File: src/qvr_pkg.sv
// ----------------------------------------------------------------------------
// qvr_pkg
// Shared widths, status codes and the divider pipeline record for the
// quaternion vector rotation block.
// ----------------------------------------------------------------------------
package qvr_pkg;

    localparam int VEC_WIDTH  = 24;
    localparam int QUAT_WIDTH = 16;

    localparam int P_W   = 2 * QUAT_WIDTH;
    localparam int C_W   = 2 * QUAT_WIDTH + 2;
    localparam int N_W   = 2 * QUAT_WIDTH + 1;
    localparam int M_W   = C_W + VEC_WIDTH;
    localparam int S_W   = M_W + 2;
    localparam int REM_W = 2 * QUAT_WIDTH + VEC_WIDTH;

    localparam int FRONT_STAGES = 4;
    localparam int LATENCY      = FRONT_STAGES + VEC_WIDTH + 1;

    localparam logic [1:0] ST_OK   = 2'd0;
    localparam logic [1:0] ST_SAT  = 2'd1;
    localparam logic [1:0] ST_ZERO = 2'd2;

    typedef struct packed {
        logic                             valid;
        logic                             zero;
        logic [2:0]                       neg;
        logic [N_W-1:0]                   n;
        logic [2:0][REM_W-1:0]            rem;
        logic [2:0][VEC_WIDTH-1:0]        quot;
    } div_t;

endpackage

File: src/qvr_round.sv
// ----------------------------------------------------------------------------
// qvr_round
// Rounds each quotient to nearest with ties away from zero, saturates,
// restores the sign and registers the result and its status.
// ----------------------------------------------------------------------------
module qvr_round
    import qvr_pkg::*;
(
    input  logic                        clk,
    input  logic                        rst_n,
    input  div_t                        in,
    output logic                        done,
    output logic signed [VEC_WIDTH-1:0] rot_x,
    output logic signed [VEC_WIDTH-1:0] rot_y,
    output logic signed [VEC_WIDTH-1:0] rot_z,
    output logic [1:0]                  status
);

    logic                 done_reg;
    logic [VEC_WIDTH-1:0] rot_reg [3];
    logic [VEC_WIDTH-1:0] rot_next [3];
    logic [1:0]           status_reg, status_next;
    logic [VEC_WIDTH:0]   qr [3];
    logic [VEC_WIDTH:0]   lim [3];
    logic [VEC_WIDTH:0]   mag [3];
    logic [2:0]           sat;

    always_comb
    begin
        for (int r = 0; r < 3; r++)
        begin
            qr[r]  = (VEC_WIDTH+1)'(in.quot[r])
                   + (VEC_WIDTH+1)'(((REM_W+1)'(in.rem[r]) << 1) >= (REM_W+1)'(in.n));
            lim[r] = in.neg[r] ? ((VEC_WIDTH+1)'(1) << (VEC_WIDTH-1))
                               : ((VEC_WIDTH+1)'(1) << (VEC_WIDTH-1)) - 1'b1;
            sat[r] = qr[r] > lim[r];
            mag[r] = sat[r] ? lim[r] : qr[r];
            rot_next[r] = in.neg[r] ? VEC_WIDTH'(-mag[r]) : VEC_WIDTH'(mag[r]);
            if (in.zero)
            begin
                rot_next[r] = '0;
            end
        end
        if (in.zero)
        begin
            status_next = ST_ZERO;
        end
        else if (sat != 3'b000)
        begin
            status_next = ST_SAT;
        end
        else
        begin
            status_next = ST_OK;
        end
    end

    always_ff @(posedge clk or negedge rst_n)
    begin
        if (!rst_n)
        begin
            done_reg <= 1'b0;
        end
        else
        begin
            done_reg <= in.valid;
        end
    end

    always_ff @(posedge clk)
    begin
        rot_reg    <= rot_next;
        status_reg <= status_next;
    end

    assign done   = done_reg;
    assign rot_x  = rot_reg[0];
    assign rot_y  = rot_reg[1];
    assign rot_z  = rot_reg[2];
    assign status = status_reg;

endmodule

File: config.mk
export PLATFORM = sky130hd
export DESIGN_NAME = qvr_round
export DESIGN_NICKNAME = d
export VERILOG_FILES = /design/src/qvr_pkg.sv /design/src/qvr_round.sv
export SDC_FILE = /design/constraint.sdc
export NUM_CORES = 1
export LEC_CHECK = 0
export ABC_AREA = 0
export BUFFER_PORTS_ARGS = -buffer_cell sky130_fd_sc_hd__buf_2
export CAP_MARGIN = 20
export CORE_MARGIN = 4
export CORE_UTILIZATION = 50
export DETAILED_ROUTE_END_ITERATION = 10
export PLACE_DENSITY_LB_ADDON = 0.1
export SYNTH_ARGS = -nofsm -noshare
export SYNTH_HDL_FRONTEND = slang
export SYNTH_SLANG_ARGS = --single-unit
File: constraint.sdc
create_clock -name clk -period 0.8 [get_ports clk]
set_clock_uncertainty 0.15 [all_clocks]
set_input_delay 0 -clock clk [delete_from_list [all_inputs] [get_ports clk]]
set_output_delay 0 -clock clk [all_outputs]
set_load 0.1 [all_outputs]
==> results of run 1 <==
==> cells in the mapped netlist, types with 18 or more instances <==
cell      count
a21oi_1     109
clkbuf_1     44
xnor2_1      48
dfxtp_1      74
o21ai_0      54
a211oi_1     30
xor2_1       23
nor2_1       84
nor4_1       34
a21o_1       41
and3_1       25
nor3_1       46
nand3_1      70
inv_1        97
o21a_1       18
nand4_1      62
ha_1        180
nand2_1     119
mux2i_1      20
==> per-layer routing <==
layer,global-route usage [%],GRT overflow
met1,85.9,17
met2,134,1726
met3,71.4,5
met4,115,499
met5,36.9,1
==> through the flow <==
stage | instance area, um2 | hold slack [ns] | std cells | setup TNS (ns)
floorplan | 11600 | -0.446 | 1432 | -304.55
global placement | 17500 | -0.376 | 2412 | -337.09
detailed placement | 17500 | -0.372 | 2412 | -352.66
CTS | 19200 | -0.00728 | 2492 | -323.06
==> repair_timing <==
action | in CTS
setup buffers | 63
endpoints found under the hold margin | 5
gates cloned | 1
hold buffers | 3
setup endpoints to repair | 148
pin swaps | 95
gates resized for setup | 173
==> cell families after synthesis <==
group	Yosys count	synth area share (%)
multiplexers	22	2.06
XOR/XNOR	73	6.06
AND/OR/NAND/NOR	549	27.7
buffers and inverters	164	6.14
adder cells (fa/ha/maj)	180	20.8
AO/OA/AOI/OAI	369	23.2
flip-flops	75	13.9
==> metrics.csv, run 1 <==
stage,metric,value,unit
run_status,status,aborted with a tool error,
run_status,haltStage,5_1_grt,
run_status,error,[ERROR GRT-0232] Routing congestion too high. Check the congestion heatmap in the GUI.,
logic_synthesis,yosysWarnings,0,
logic_synthesis,yosysTopAreaCellShare,20.8,%
logic_synthesis,synth_ff_type,dfxtp_1,
clock_network,clockBufferDepth,2,
floorplan,core.rowCount,53,
logic_synthesis,synth.distinct_cells,86,
placed_design,gp_congestion,1.01,
sta,grt_repair_worst_endpoint,rot_y[8]$_SDFF_PP0_/D,
logic_synthesis,syn_area,10800,um2
clock_network,cts_sinks,75,
placed_design,pre_cts_ws,-5.34,ns
grt,grt_overflow,2248,
clock_network,cts_root_buf,clkbuf_16,
floorplan,boundaryPins,355,
logic_synthesis,ys_async_sr_fraction,1.33,%
logic_synthesis,synthCells,1432,
logic_synthesis,synth.largest_area_cell,ha_1,
sta,worstEpCategory,register input,
floorplan,start_util,51.1,%
floorplan,dieHeight,155,um
logic_synthesis,synthesis.nets,1892,
logic_synthesis,yosysSeqAreaShare,13.9,%
floorplan,fp.dieW,155,um
grt,grt_max_degree,33,
logic_synthesis,ys_ff_latch,75,
clock_network,cts_buffers,9,
clock_network,htreeDepth,3,
logic_synthesis,synth.area.top_cells,"ha_1, dfxtp_1, a21oi_1",
logic_synthesis,synth-edff-count,0,
logic_synthesis,avgSynthCellArea,7.54,um2
placed_design,placement.io_buffers,354,
placed_design,dp_hpwl,39300,um
grt,grtUsageTotal,99.1,%
==> run 2: changes to the inputs <==
--- a/config.mk
+++ b/config.mk
@@ -9,9 +9,9 @@
 export BUFFER_PORTS_ARGS = -buffer_cell sky130_fd_sc_hd__buf_2
 export CAP_MARGIN = 20
 export CORE_MARGIN = 4
-export CORE_UTILIZATION = 50
+export CORE_UTILIZATION = 35
 export DETAILED_ROUTE_END_ITERATION = 10
-export PLACE_DENSITY_LB_ADDON = 0.1
+export PLACE_DENSITY_LB_ADDON = 0.15
 export SYNTH_ARGS = -nofsm -noshare
 export SYNTH_HDL_FRONTEND = slang
 export SYNTH_SLANG_ARGS = --single-unit
==> metrics.csv, run 2 <==
stage,metric,value,unit
worst_hold_path,hp-class,in -> reg,
placed_design,dp.cells,2538,
logic_synthesis,synth_ff_type,dfxtp_1,
critical_path,endpoint_kind,flop,
layout,area_growth_syn_to_layout,94.8,%
logic_synthesis,synth_top_family_by_area,simple AND/OR/NAND/NOR gates,
run_status,status,finished with violations,
critical_path,cp.required,0.89,ns
clock_network,clockBufferDepth,2,
critical_path,critPathMaxStageDelay,0.48,ns
grt,grt_pass1_wl,74400,um
routing,drtAntennaViolNets,0,
floorplan,dieHeight,184,um
logic_synthesis,ys_async_sr_fraction,1.33,%
logic_synthesis,synth.largest_area_cell,ha_1,
floorplan,boundaryPins,355,
worst_hold_path,whs_endpoint,status[1],
sta,rsz0062_at_grt,yes,
logic_synthesis,synthAdderAreaFrac,20.8,%
clock_network,cts_buffers,9,
worst_hold_path,hp-start,in[276],
placed_design,gp_congestion,0.930,
sta,timing.final.crit_share,711,%
sta,tightestPinTransition,0.558,ns
routing,drc,0,
layout,final_cell_mix,"buf_4, buf_2, ha_1",
logic_synthesis,synth-compound-area-share,23.2,%
sta,drv_slew,0,
routing,wl_per_cell,18.6,um
logic_synthesis,avgSynthCellArea,7.54,um2
clock_network,htreeDepth,3,
sta,hold_viol_final,8,
worst_hold_path,hold_path_depth,2,
sta,setup_viol,148,
floorplan,die_area,33700,um2
placed_design,dp_hpwl,38100,um
layout,multi_input_area,10500,um2
logic_synthesis,synth.area.top_cells,"ha_1, dfxtp_1, a21oi_1",
grt,grtUsageTotal,26.9,%
clock_network,cts_tree,yes,
floorplan,start_util,35.4,%
routing,firstDrtPassIters,5,
logic_synthesis,yosysTopAreaCellShare,20.8,%
clock_network,cts_hold_buf,3,
critical_path,arrival,5.77,ns
logic_synthesis,synth_most_common_cell,ha_1,
layout,n_fill_cell,2406,
sta,max_freq,176,MHz
layout,seq_area,1620,um2
logic_synthesis,synth_xor_area_share,6.06,%
logic_synthesis,synth.distinct_cells,86,
power_and_ir_drop,p_per_area,1120,nW/um2
logic_synthesis,yosysWarnings,0,
logic_synthesis,synth-edff-count,0,
floorplan,fp.dieW,184,um
logic_synthesis,synthCells,1432,
clock_network,cts_sinks,75,
routing,drtIter0Drc,996,
job,maxCapViolations,0,
grt,grt_max_degree,29,
critical_path,path_max_fanout,8,
logic_synthesis,syn_area,10800,um2
clock_network,clk_pin_slew,0.06,ns
layout,drive_gt1_share,57.4,%
routing,num_vias,14987,
logic_synthesis,muxShareOfSynthArea,2.06,%
logic_synthesis,synthesis.nets,1892,
critical_path,critical_path_class,in -> reg,
layout,final_common_cell,buf_4,
power_and_ir_drop,p_total,23600,uW
grt,antenna_found_initial,2,
power_and_ir_drop,ir_drop,967,uV
floorplan,core,30500,um2
layout,fin_nets,2765,
logic_synthesis,yosys-top-cells-count,"ha_1, nand2_1, a21oi_1",
logic_synthesis,yosys.area_share.simple,27.7,%
sta,timing.hold.ws,-0.127,ns
grt,grt_overflow,0,
clock_network,cts_root_buf,clkbuf_16,
sta,fin_ws,-4.88,ns
routing,viasPerCell,5.53,
routing,routed_wirelength,50300,um
sta,slew_headroom,62.6,%
placed_design,placement.io_buffers,354,
sta,finalCriticalPeriod,5.68,ns
logic_synthesis,yosysSeqAreaShare,13.9,%
run_status,violations,"negative hold slack, negative setup slack",
power_and_ir_drop,p_leak,0.00983,uW
grt,grt_pass1_vias,14674,
logic_synthesis,ys_ff_latch,75,
critical_path,start_kind,primary input,
floorplan,core.rowCount,64,
layout,fin_cells,2708,
critical_path,critPathSlowestCell,or4_4,
run 2: worst max path at each step:
| stage | from | end | slack, ns | cells after the start |
|---|---|---|---|---|
| 4_1_cts | in[241] | rot_y[8] | -4.70 | 30 |
| 3_5_place_dp | in[241] | rot_y[8] | -5.65 | 32 |
| 5_1_grt | in[241] | rot_x[22] | -5.15 | 34 |
| 2_1_floorplan | in[241] | rot_z[16] | -4.86 | 34 |
| 6_report | in[241] | rot_z[22] | -4.88 | 34 |
| 3_3_place_gp | in[241] | rot_y[8] | -5.60 | 31 |
run 2: stage by stage:
| step | area [um2] | utilization [%] | TNS (ns) | hold WS, ns | worst slack, ns |
|---|---|---|---|---|---|
| after floorplan | 11600 | - | -304.55 | -0.446 | -4.86 |
| after global placement | 17700 | 58.1 | -355.99 | -0.375 | -5.60 |
| after detailed placement | 17700 | 58.1 | -361.25 | -0.374 | -5.65 |
| after CTS | 19800 | 65.1 | -328.50 | -0.158 | -4.70 |
| after global routing | 21000 | 69.0 | -357.74 | -0.125 | -5.15 |
| final | 21000 | 69.0 | -340.17 | -0.127 | -4.88 |
run 2: final cells by class:
type,instances,share of cell area [%]
antenna,2,0.0238
clock buffer,10,1.09
clock inverter,6,0.345
inverter,98,1.88
multi-input combinational,1193,49.8
sequential,75,7.69
tap,396,2.35
timing repair buffer,928,36.8
run 2: cell families after synthesis:
kind of cell / after synthesis
flip-flops: 75
buffers and inverters: 164
AND/OR/NAND/NOR: 549
AO/OA/AOI/OAI: 369
multiplexers: 22
XOR/XNOR: 73
adder cells (fa/ha/maj): 180
run 2: worst max-delay path: cells and delay by family:
kind / cells / cell delay, ns
adders and majority gates: 4 / 0.86
muxes: 1 / 0.29
AOI/OAI and AO/OA: 8 / 1.24
and+or+nand+nor: 13 / 2.56
buffers and inverters: 8 / 0.82
run 2: what timing repair did:
item	CTS	global route
resized for setup	211	177
pin swaps	130	113
hold endpoints to repair	10	8
setup endpoints to repair	148	148
cloned	2	5
buffers inserted	127	61
run 2: power breakdown:
group / switching, uW / internal [uW]
Clock: 1810 / 2450
Sequential: 357 / 4210
Combinational: 8020 / 6750
run 2: metal layers:
layer	track usage, %	share of wire (%)	up-vias
li1	-	-	7167
met1	34.1	42	7114
met2	48.3	50	578
met3	3.40	5.9	128
met4	6.86	2.7	0
met5	0	0	-
(Power assumes the default switching activity.)
==> run 3: changes to the inputs <==
--- a/config.mk
+++ b/config.mk
@@ -8,6 +8,7 @@
 export ABC_AREA = 0
 export BUFFER_PORTS_ARGS = -buffer_cell sky130_fd_sc_hd__buf_2
 export CAP_MARGIN = 20
+export CORE_ASPECT_RATIO = 1.25
 export CORE_MARGIN = 4
 export CORE_UTILIZATION = 35
 export DETAILED_ROUTE_END_ITERATION = 10
==> metrics.csv, run 3 (same netlist as run 2, synthesis figures left out) <==
stage,metric,value,unit
critical_path,critical_path_class,in -> reg,
sta,hold_viol_final,0,
layout,fin_nets,2767,
clock_network,cts_root_buf,clkbuf_16,
floorplan,core,30300,um2
clock_network,cts_sinks,75,
power_and_ir_drop,p_switching,10200,uW
sta,slew_headroom,65.6,%
floorplan,core.rowCount,71,
worst_hold_path,whs_endpoint,rot_x[0],
sta,max_freq,174,MHz
routing,firstDrtPassIters,5,
routing,drtAntennaViolNets,0,
layout,fin_cells,2718,
power_and_ir_drop,p_sw_share,42.8,%
power_and_ir_drop,seqPwrFrac,19.3,%
run_status,status,finished with violations,
sta,finalCriticalPeriod,5.75,ns
power_and_ir_drop,p_leak,0.00984,uW
sta,tightestPinTransition,0.514,ns
critical_path,crit_top_cell,o21a_1,
sta,rsz0062_at_grt,yes,
clock_network,clockBufferDepth,2,
sta,tns,-339.91,ns
placed_design,gp_congestion,0.945,
floorplan,die_area,33800,um2
grt,grtUsageTotal,28.6,%
routing,viasPerCell,5.50,
floorplan,start_util,35.7,%
critical_path,cp.required,0.93,ns
job,maxCapViolations,0,
critical_path,critPathSlowestCell,or3_4,
run_status,violations,negative setup slack,
grt,antenna_found_initial,13,
placed_design,dp_hpwl,40100,um
sta,drv_slew,0,
layout,final_cell_mix,"buf_4, buf_2, ha_1",
critical_path,arrival,5.88,ns
layout,n_fill_cell,2388,
power_and_ir_drop,power_frac_comb,61.5,%
critical_path,endpoint_kind,flop,
critical_path,path_max_fanout,8,
power_and_ir_drop,p_total,23700,uW
worst_hold_path,hp-start,in[276],
power_and_ir_drop,intPower,13600,uW
worst_hold_path,hold_path_depth,3,
routing,num_vias,14954,
grt,grt_overflow,0,
power_and_ir_drop,clkPwrFrac,19.2,%
sta,fin_ws,-4.95,ns
worst_hold_path,hp-class,in -> reg,
floorplan,dieHeight,204,um
layout,drive_gt1_share,58.1,%
floorplan,boundaryPins,355,
clock_network,cts_tree,yes,
power_and_ir_drop,p_per_area,1120,nW/um2
grt,grt_pass1_vias,14950,
power_and_ir_drop,ir_drop,1380,uV
placed_design,pre_cts_ws,-5.45,ns
routing,wl_per_cell,19.2,um
clock_network,cts_buffers,9,
layout,fin_util,69.8,%
sta,timing.final.crit_share,718,%
sta,setup_viol,148,
placed_design,dp.cells,2563,
layout,final_common_cell,buf_4,
placed_design,placement.io_buffers,354,
routing,drc,0,
routing,drtIter0Drc,1008,
clock_network,clk_pin_slew,0.07,ns
clock_network,htreeDepth,3,
grt,grt_max_degree,30,
critical_path,critPathMaxStageDelay,0.44,ns
critical_path,start_kind,primary input,
routing,routed_wirelength,52200,um
grt,grt_pass1_wl,76500,um
layout,area_growth_syn_to_layout,95.7,%
floorplan,fp.dieW,165,um
==> run 3: changes by cell type in the layout (fill, tap and decap cells not counted), sizes merged <==
cell         previous run  this run
inv                   100        98
clkbuf                 14        11
dlygate4sd3             3         4
buf                   921       925
bufinv                  1         2
diode                   2         6
==> run 3: layout make-up <==
cell class | count | area, um2 | area share (%)
inverters | 98 | 390 | 1.85
repair buffers | 930 | 7600 | 36.0
well taps | 401 | 502 | 2.37
multi-input cells | 1193 | 10700 | 50.6
diodes | 6 | 15.0 | 0.0710
clock inverters | 5 | 77.6 | 0.367
flip-flops and latches | 75 | 1620 | 7.66
clock buffers | 10 | 239 | 1.13
==> run 3: what timing repair did <==
item,4_1_cts,5_1_grt
hold buffers,4,0
gates resized for setup,195,182
pin swaps,96,97
setup buffers,96,52
endpoints found under the hold margin,9,0
gates cloned,3,1
endpoints found under the setup margin,148,148
==> run 3: per-stage QoR <==
stage | cell area, um2 | hold slack, ns
2_1_floorplan | 11600 | -0.446
3_3_place_gp | 17800 | -0.376
3_5_place_dp | 17800 | -0.375
4_1_cts | 19900 | 0.00981
5_1_grt | 21100 | 0.0270
6_report | 21100 | 0.0226
==> run 3: routing by layer <==
layer  vias up  GRT usage [%]  share of wire [%]
met3       161           3.89                7.0
met2       623           53.1                 52
met1      7000           32.0                 36
li1       7166              -                  -
met5         -              0              0.034
met4         4           12.7                5.2
==> run 3: power groups by stage <==
stage	registers, uW	logic (uW)	clock network (uW)
floorplan	7190	4080	0
global placement	4650	11900	0
detailed placement	4660	12100	0
CTS	4570	13400	4610
global route	4600	15500	4770
finish	4570	14600	4560
==> run 3: how the worst max path moves through the flow <==
stage	startpoint	endpoint	slack [ns]
after CTS	in[241]	rot_y[8]	-4.60
after detailed placement	in[241]	rot_y[22]	-5.45
after global routing	in[241]	rot_y[22]	-5.06
final	in[241]	rot_y[14]	-4.95
after floorplan	in[241]	rot_z[16]	-4.86
after global placement	in[241]	rot_x[22]	-5.20
==> run 3: critical path, delay by kind of cell <==
kind / cells / cell delay [ns]
AOI/OAI and AO/OA: 11 / 2.28
buffers and inverters: 7 / 0.70
and+or+nand+nor: 6 / 1.17
adders and majority gates: 4 / 0.94
muxes: 1 / 0.34
xor gates and xnor gates: 2 / 0.46
==> run 4: changes to the inputs <==
--- a/config.mk
+++ b/config.mk
@@ -6,12 +6,12 @@
 export NUM_CORES = 1
 export LEC_CHECK = 0
 export ABC_AREA = 0
-export BUFFER_PORTS_ARGS = -buffer_cell sky130_fd_sc_hd__buf_2
 export CAP_MARGIN = 20
 export CORE_ASPECT_RATIO = 1.25
 export CORE_MARGIN = 4
 export CORE_UTILIZATION = 35
 export DETAILED_ROUTE_END_ITERATION = 10
+export DONT_BUFFER_PORTS = 1
 export PLACE_DENSITY_LB_ADDON = 0.15
 export SYNTH_ARGS = -nofsm -noshare
 export SYNTH_HDL_FRONTEND = slang
==> metrics.csv, run 4 (same netlist as run 2, synthesis figures left out) <==
stage,metric,value,unit
run_status,status,finished with violations,
run_status,violations,"negative hold slack, negative setup slack",
sta,fin_ws,-4.63,ns
critical_path,arrival,5.50,ns
routing,drtAntennaViolNets,0,
placed_design,dp_hpwl,36700,um
power_and_ir_drop,p_switching,9000,uW
clock_network,cts_root_buf,clkbuf_16,
clock_network,cts_buffers,9,
critical_path,path_max_fanout,6,
clock_network,clockBufferDepth,2,
clock_network,htreeDepth,3,
clock_network,clk_pin_slew,0.06,ns
critical_path,start_kind,primary input,
placed_design,gp_congestion,0.941,
routing,firstDrtPassIters,5,
power_and_ir_drop,clkPwrFrac,18.3,%
grt,grt_overflow,0,
critical_path,critPathMaxStageDelay,0.36,ns
critical_path,cp.required,0.87,ns
floorplan,start_util,35.7,%
power_and_ir_drop,power_frac_comb,60.3,%
sta,setup_viol,148,
layout,fin_nets,2358,
worst_hold_path,hp-start,in[276],
layout,area_growth_syn_to_layout,72.9,%
critical_path,crit_top_cell,nand4_1,
power_and_ir_drop,p_leak,0.00811,uW
clock_network,cts_sinks,75,
layout,seq_area,1610,um2
sta,rsz0062_at_grt,yes,
floorplan,core.rowCount,71,
sta,hold_viol_final,73,
layout,multi_input_area,10600,um2
grt,antenna_found_initial,3,
power_and_ir_drop,p_per_area,1130,nW/um2
routing,num_vias,13159,
critical_path,critical_path_class,in -> reg,
layout,n_fill_cell,2547,
floorplan,die_area,33800,um2
routing,wl_per_cell,20.4,um
floorplan,dieHeight,204,um
worst_hold_path,whs_endpoint,status[1],
sta,max_freq,184,MHz
placed_design,pre_cts_ws,-5.59,ns
critical_path,critPathSlowestCell,a211oi_4,
power_and_ir_drop,ir_drop,913,uV
sta,slew_headroom,70.9,%
job,maxCapViolations,0,
routing,routed_wirelength,47200,um
critical_path,cp_top_family,simple AND/OR/NAND/NOR gates,
sta,finalCriticalPeriod,5.43,ns
floorplan,boundaryPins,355,
routing,drc,0,
critical_path,endpoint_kind,flop,
layout,drive_gt1_share,49.5,%
floorplan,fp.dieW,165,um
critical_path,cp_num_buf_inv,5,
clock_network,cts_hold_buf,3,
grt,grt_pass1_wl,69300,um
sta,tightestPinTransition,0.433,ns
worst_hold_path,hold_path_depth,0,
layout,final_cell_mix,"buf_4, ha_1, nand2_1",
grt,grt_pass1_vias,13029,
floorplan,core,30300,um2
sta,drv_slew,0,
routing,drtIter0Drc,618,
layout,fin_util,61.7,%
power_and_ir_drop,intPower,12200,uW
layout,final_common_cell,buf_4,
clock_network,cts_tree,yes,
power_and_ir_drop,seqPwrFrac,21.5,%
placed_design,placement.io_buffers,0,
power_and_ir_drop,p_total,21200,uW
grt,grtUsageTotal,26.1,%
sta,timing.hold.ws,-0.464,ns
power_and_ir_drop,p_sw_share,42.5,%
routing,viasPerCell,5.70,
grt,grt_max_degree,65,
sta,timing.final.crit_share,679,%
worst_hold_path,hp-class,in -> reg,
[run 4: cell types whose count changed in the layout (fill, tap and decap cells not counted), sizes merged]
cell	delta
diode	-3
dlygate4sd3	-1
bufinv	-2
clkbuf	+1
buf	-409
clkinvlp	+2
inv	-1
clkinv	+2
[run 4: what timing repair did]
| action | in CTS | in global routing |
|---|---|---|
| pin swaps | 122 | 87 |
| resized for setup | 238 | 144 |
| setup endpoints to repair | 148 | 148 |
| cloned | 5 | 1 |
| setup buffers | 82 | 27 |
| hold endpoints to repair | 75 | 73 |
[run 4: power by group through the flow]
stage	combinational, uW	sequential [uW]	clock, uW
after detailed placement	10500	4640	0
after global placement	10400	4630	0
after global routing	13500	4580	4130
after floorplan	4080	7190	0
final	12800	4550	3870
after CTS	12000	4560	3990
[run 4: metrics by stage]
stage,cells,hold WS [ns],area (um2),setup TNS [ns]
final,2307,-0.464,18700,-323.09
after floorplan,1432,-0.446,11600,-304.55
after CTS,2281,-0.477,17700,-315.43
after global routing,2307,-0.480,18700,-338.67
after global placement,2187,-0.446,15700,-350.16
after detailed placement,2187,-0.446,15700,-355.40
[run 4: area by class of cell]
class | instances | share of cell area, %
multi-input combinational | 1193 | 57.0
timing repair buffer | 521 | 28.0
sequential | 75 | 8.62
tap | 401 | 2.69
inverter | 98 | 2.15
clock buffer | 10 | 1.28
clock inverter | 6 | 0.214
antenna | 3 | 0.0402
[run 4: routing by layer]
layer | vias up | global-route usage [%] | share of wire (%)
met1 | 6174 | 29.2 | 37
met2 | 537 | 47.5 | 51
met4 | 0 | 12.7 | 5.1
met3 | 101 | 3.81 | 6.1
met5 | - | 0 | 0
li1 | 6347 | - | -
[run 4: worst max-delay path by stage]
stage	from	end	slack (ns)	depth (start not counted)
final	in[241]	rot_x[22]	-4.63	32
after CTS	in[241]	rot_x[22]	-4.53	29
after global routing	in[241]	rot_y[20]	-4.79	29
after detailed placement	in[241]	rot_y[2]	-5.59	31
after global placement	in[241]	rot_y[2]	-5.59	31
after floorplan	in[241]	rot_z[16]	-4.86	34
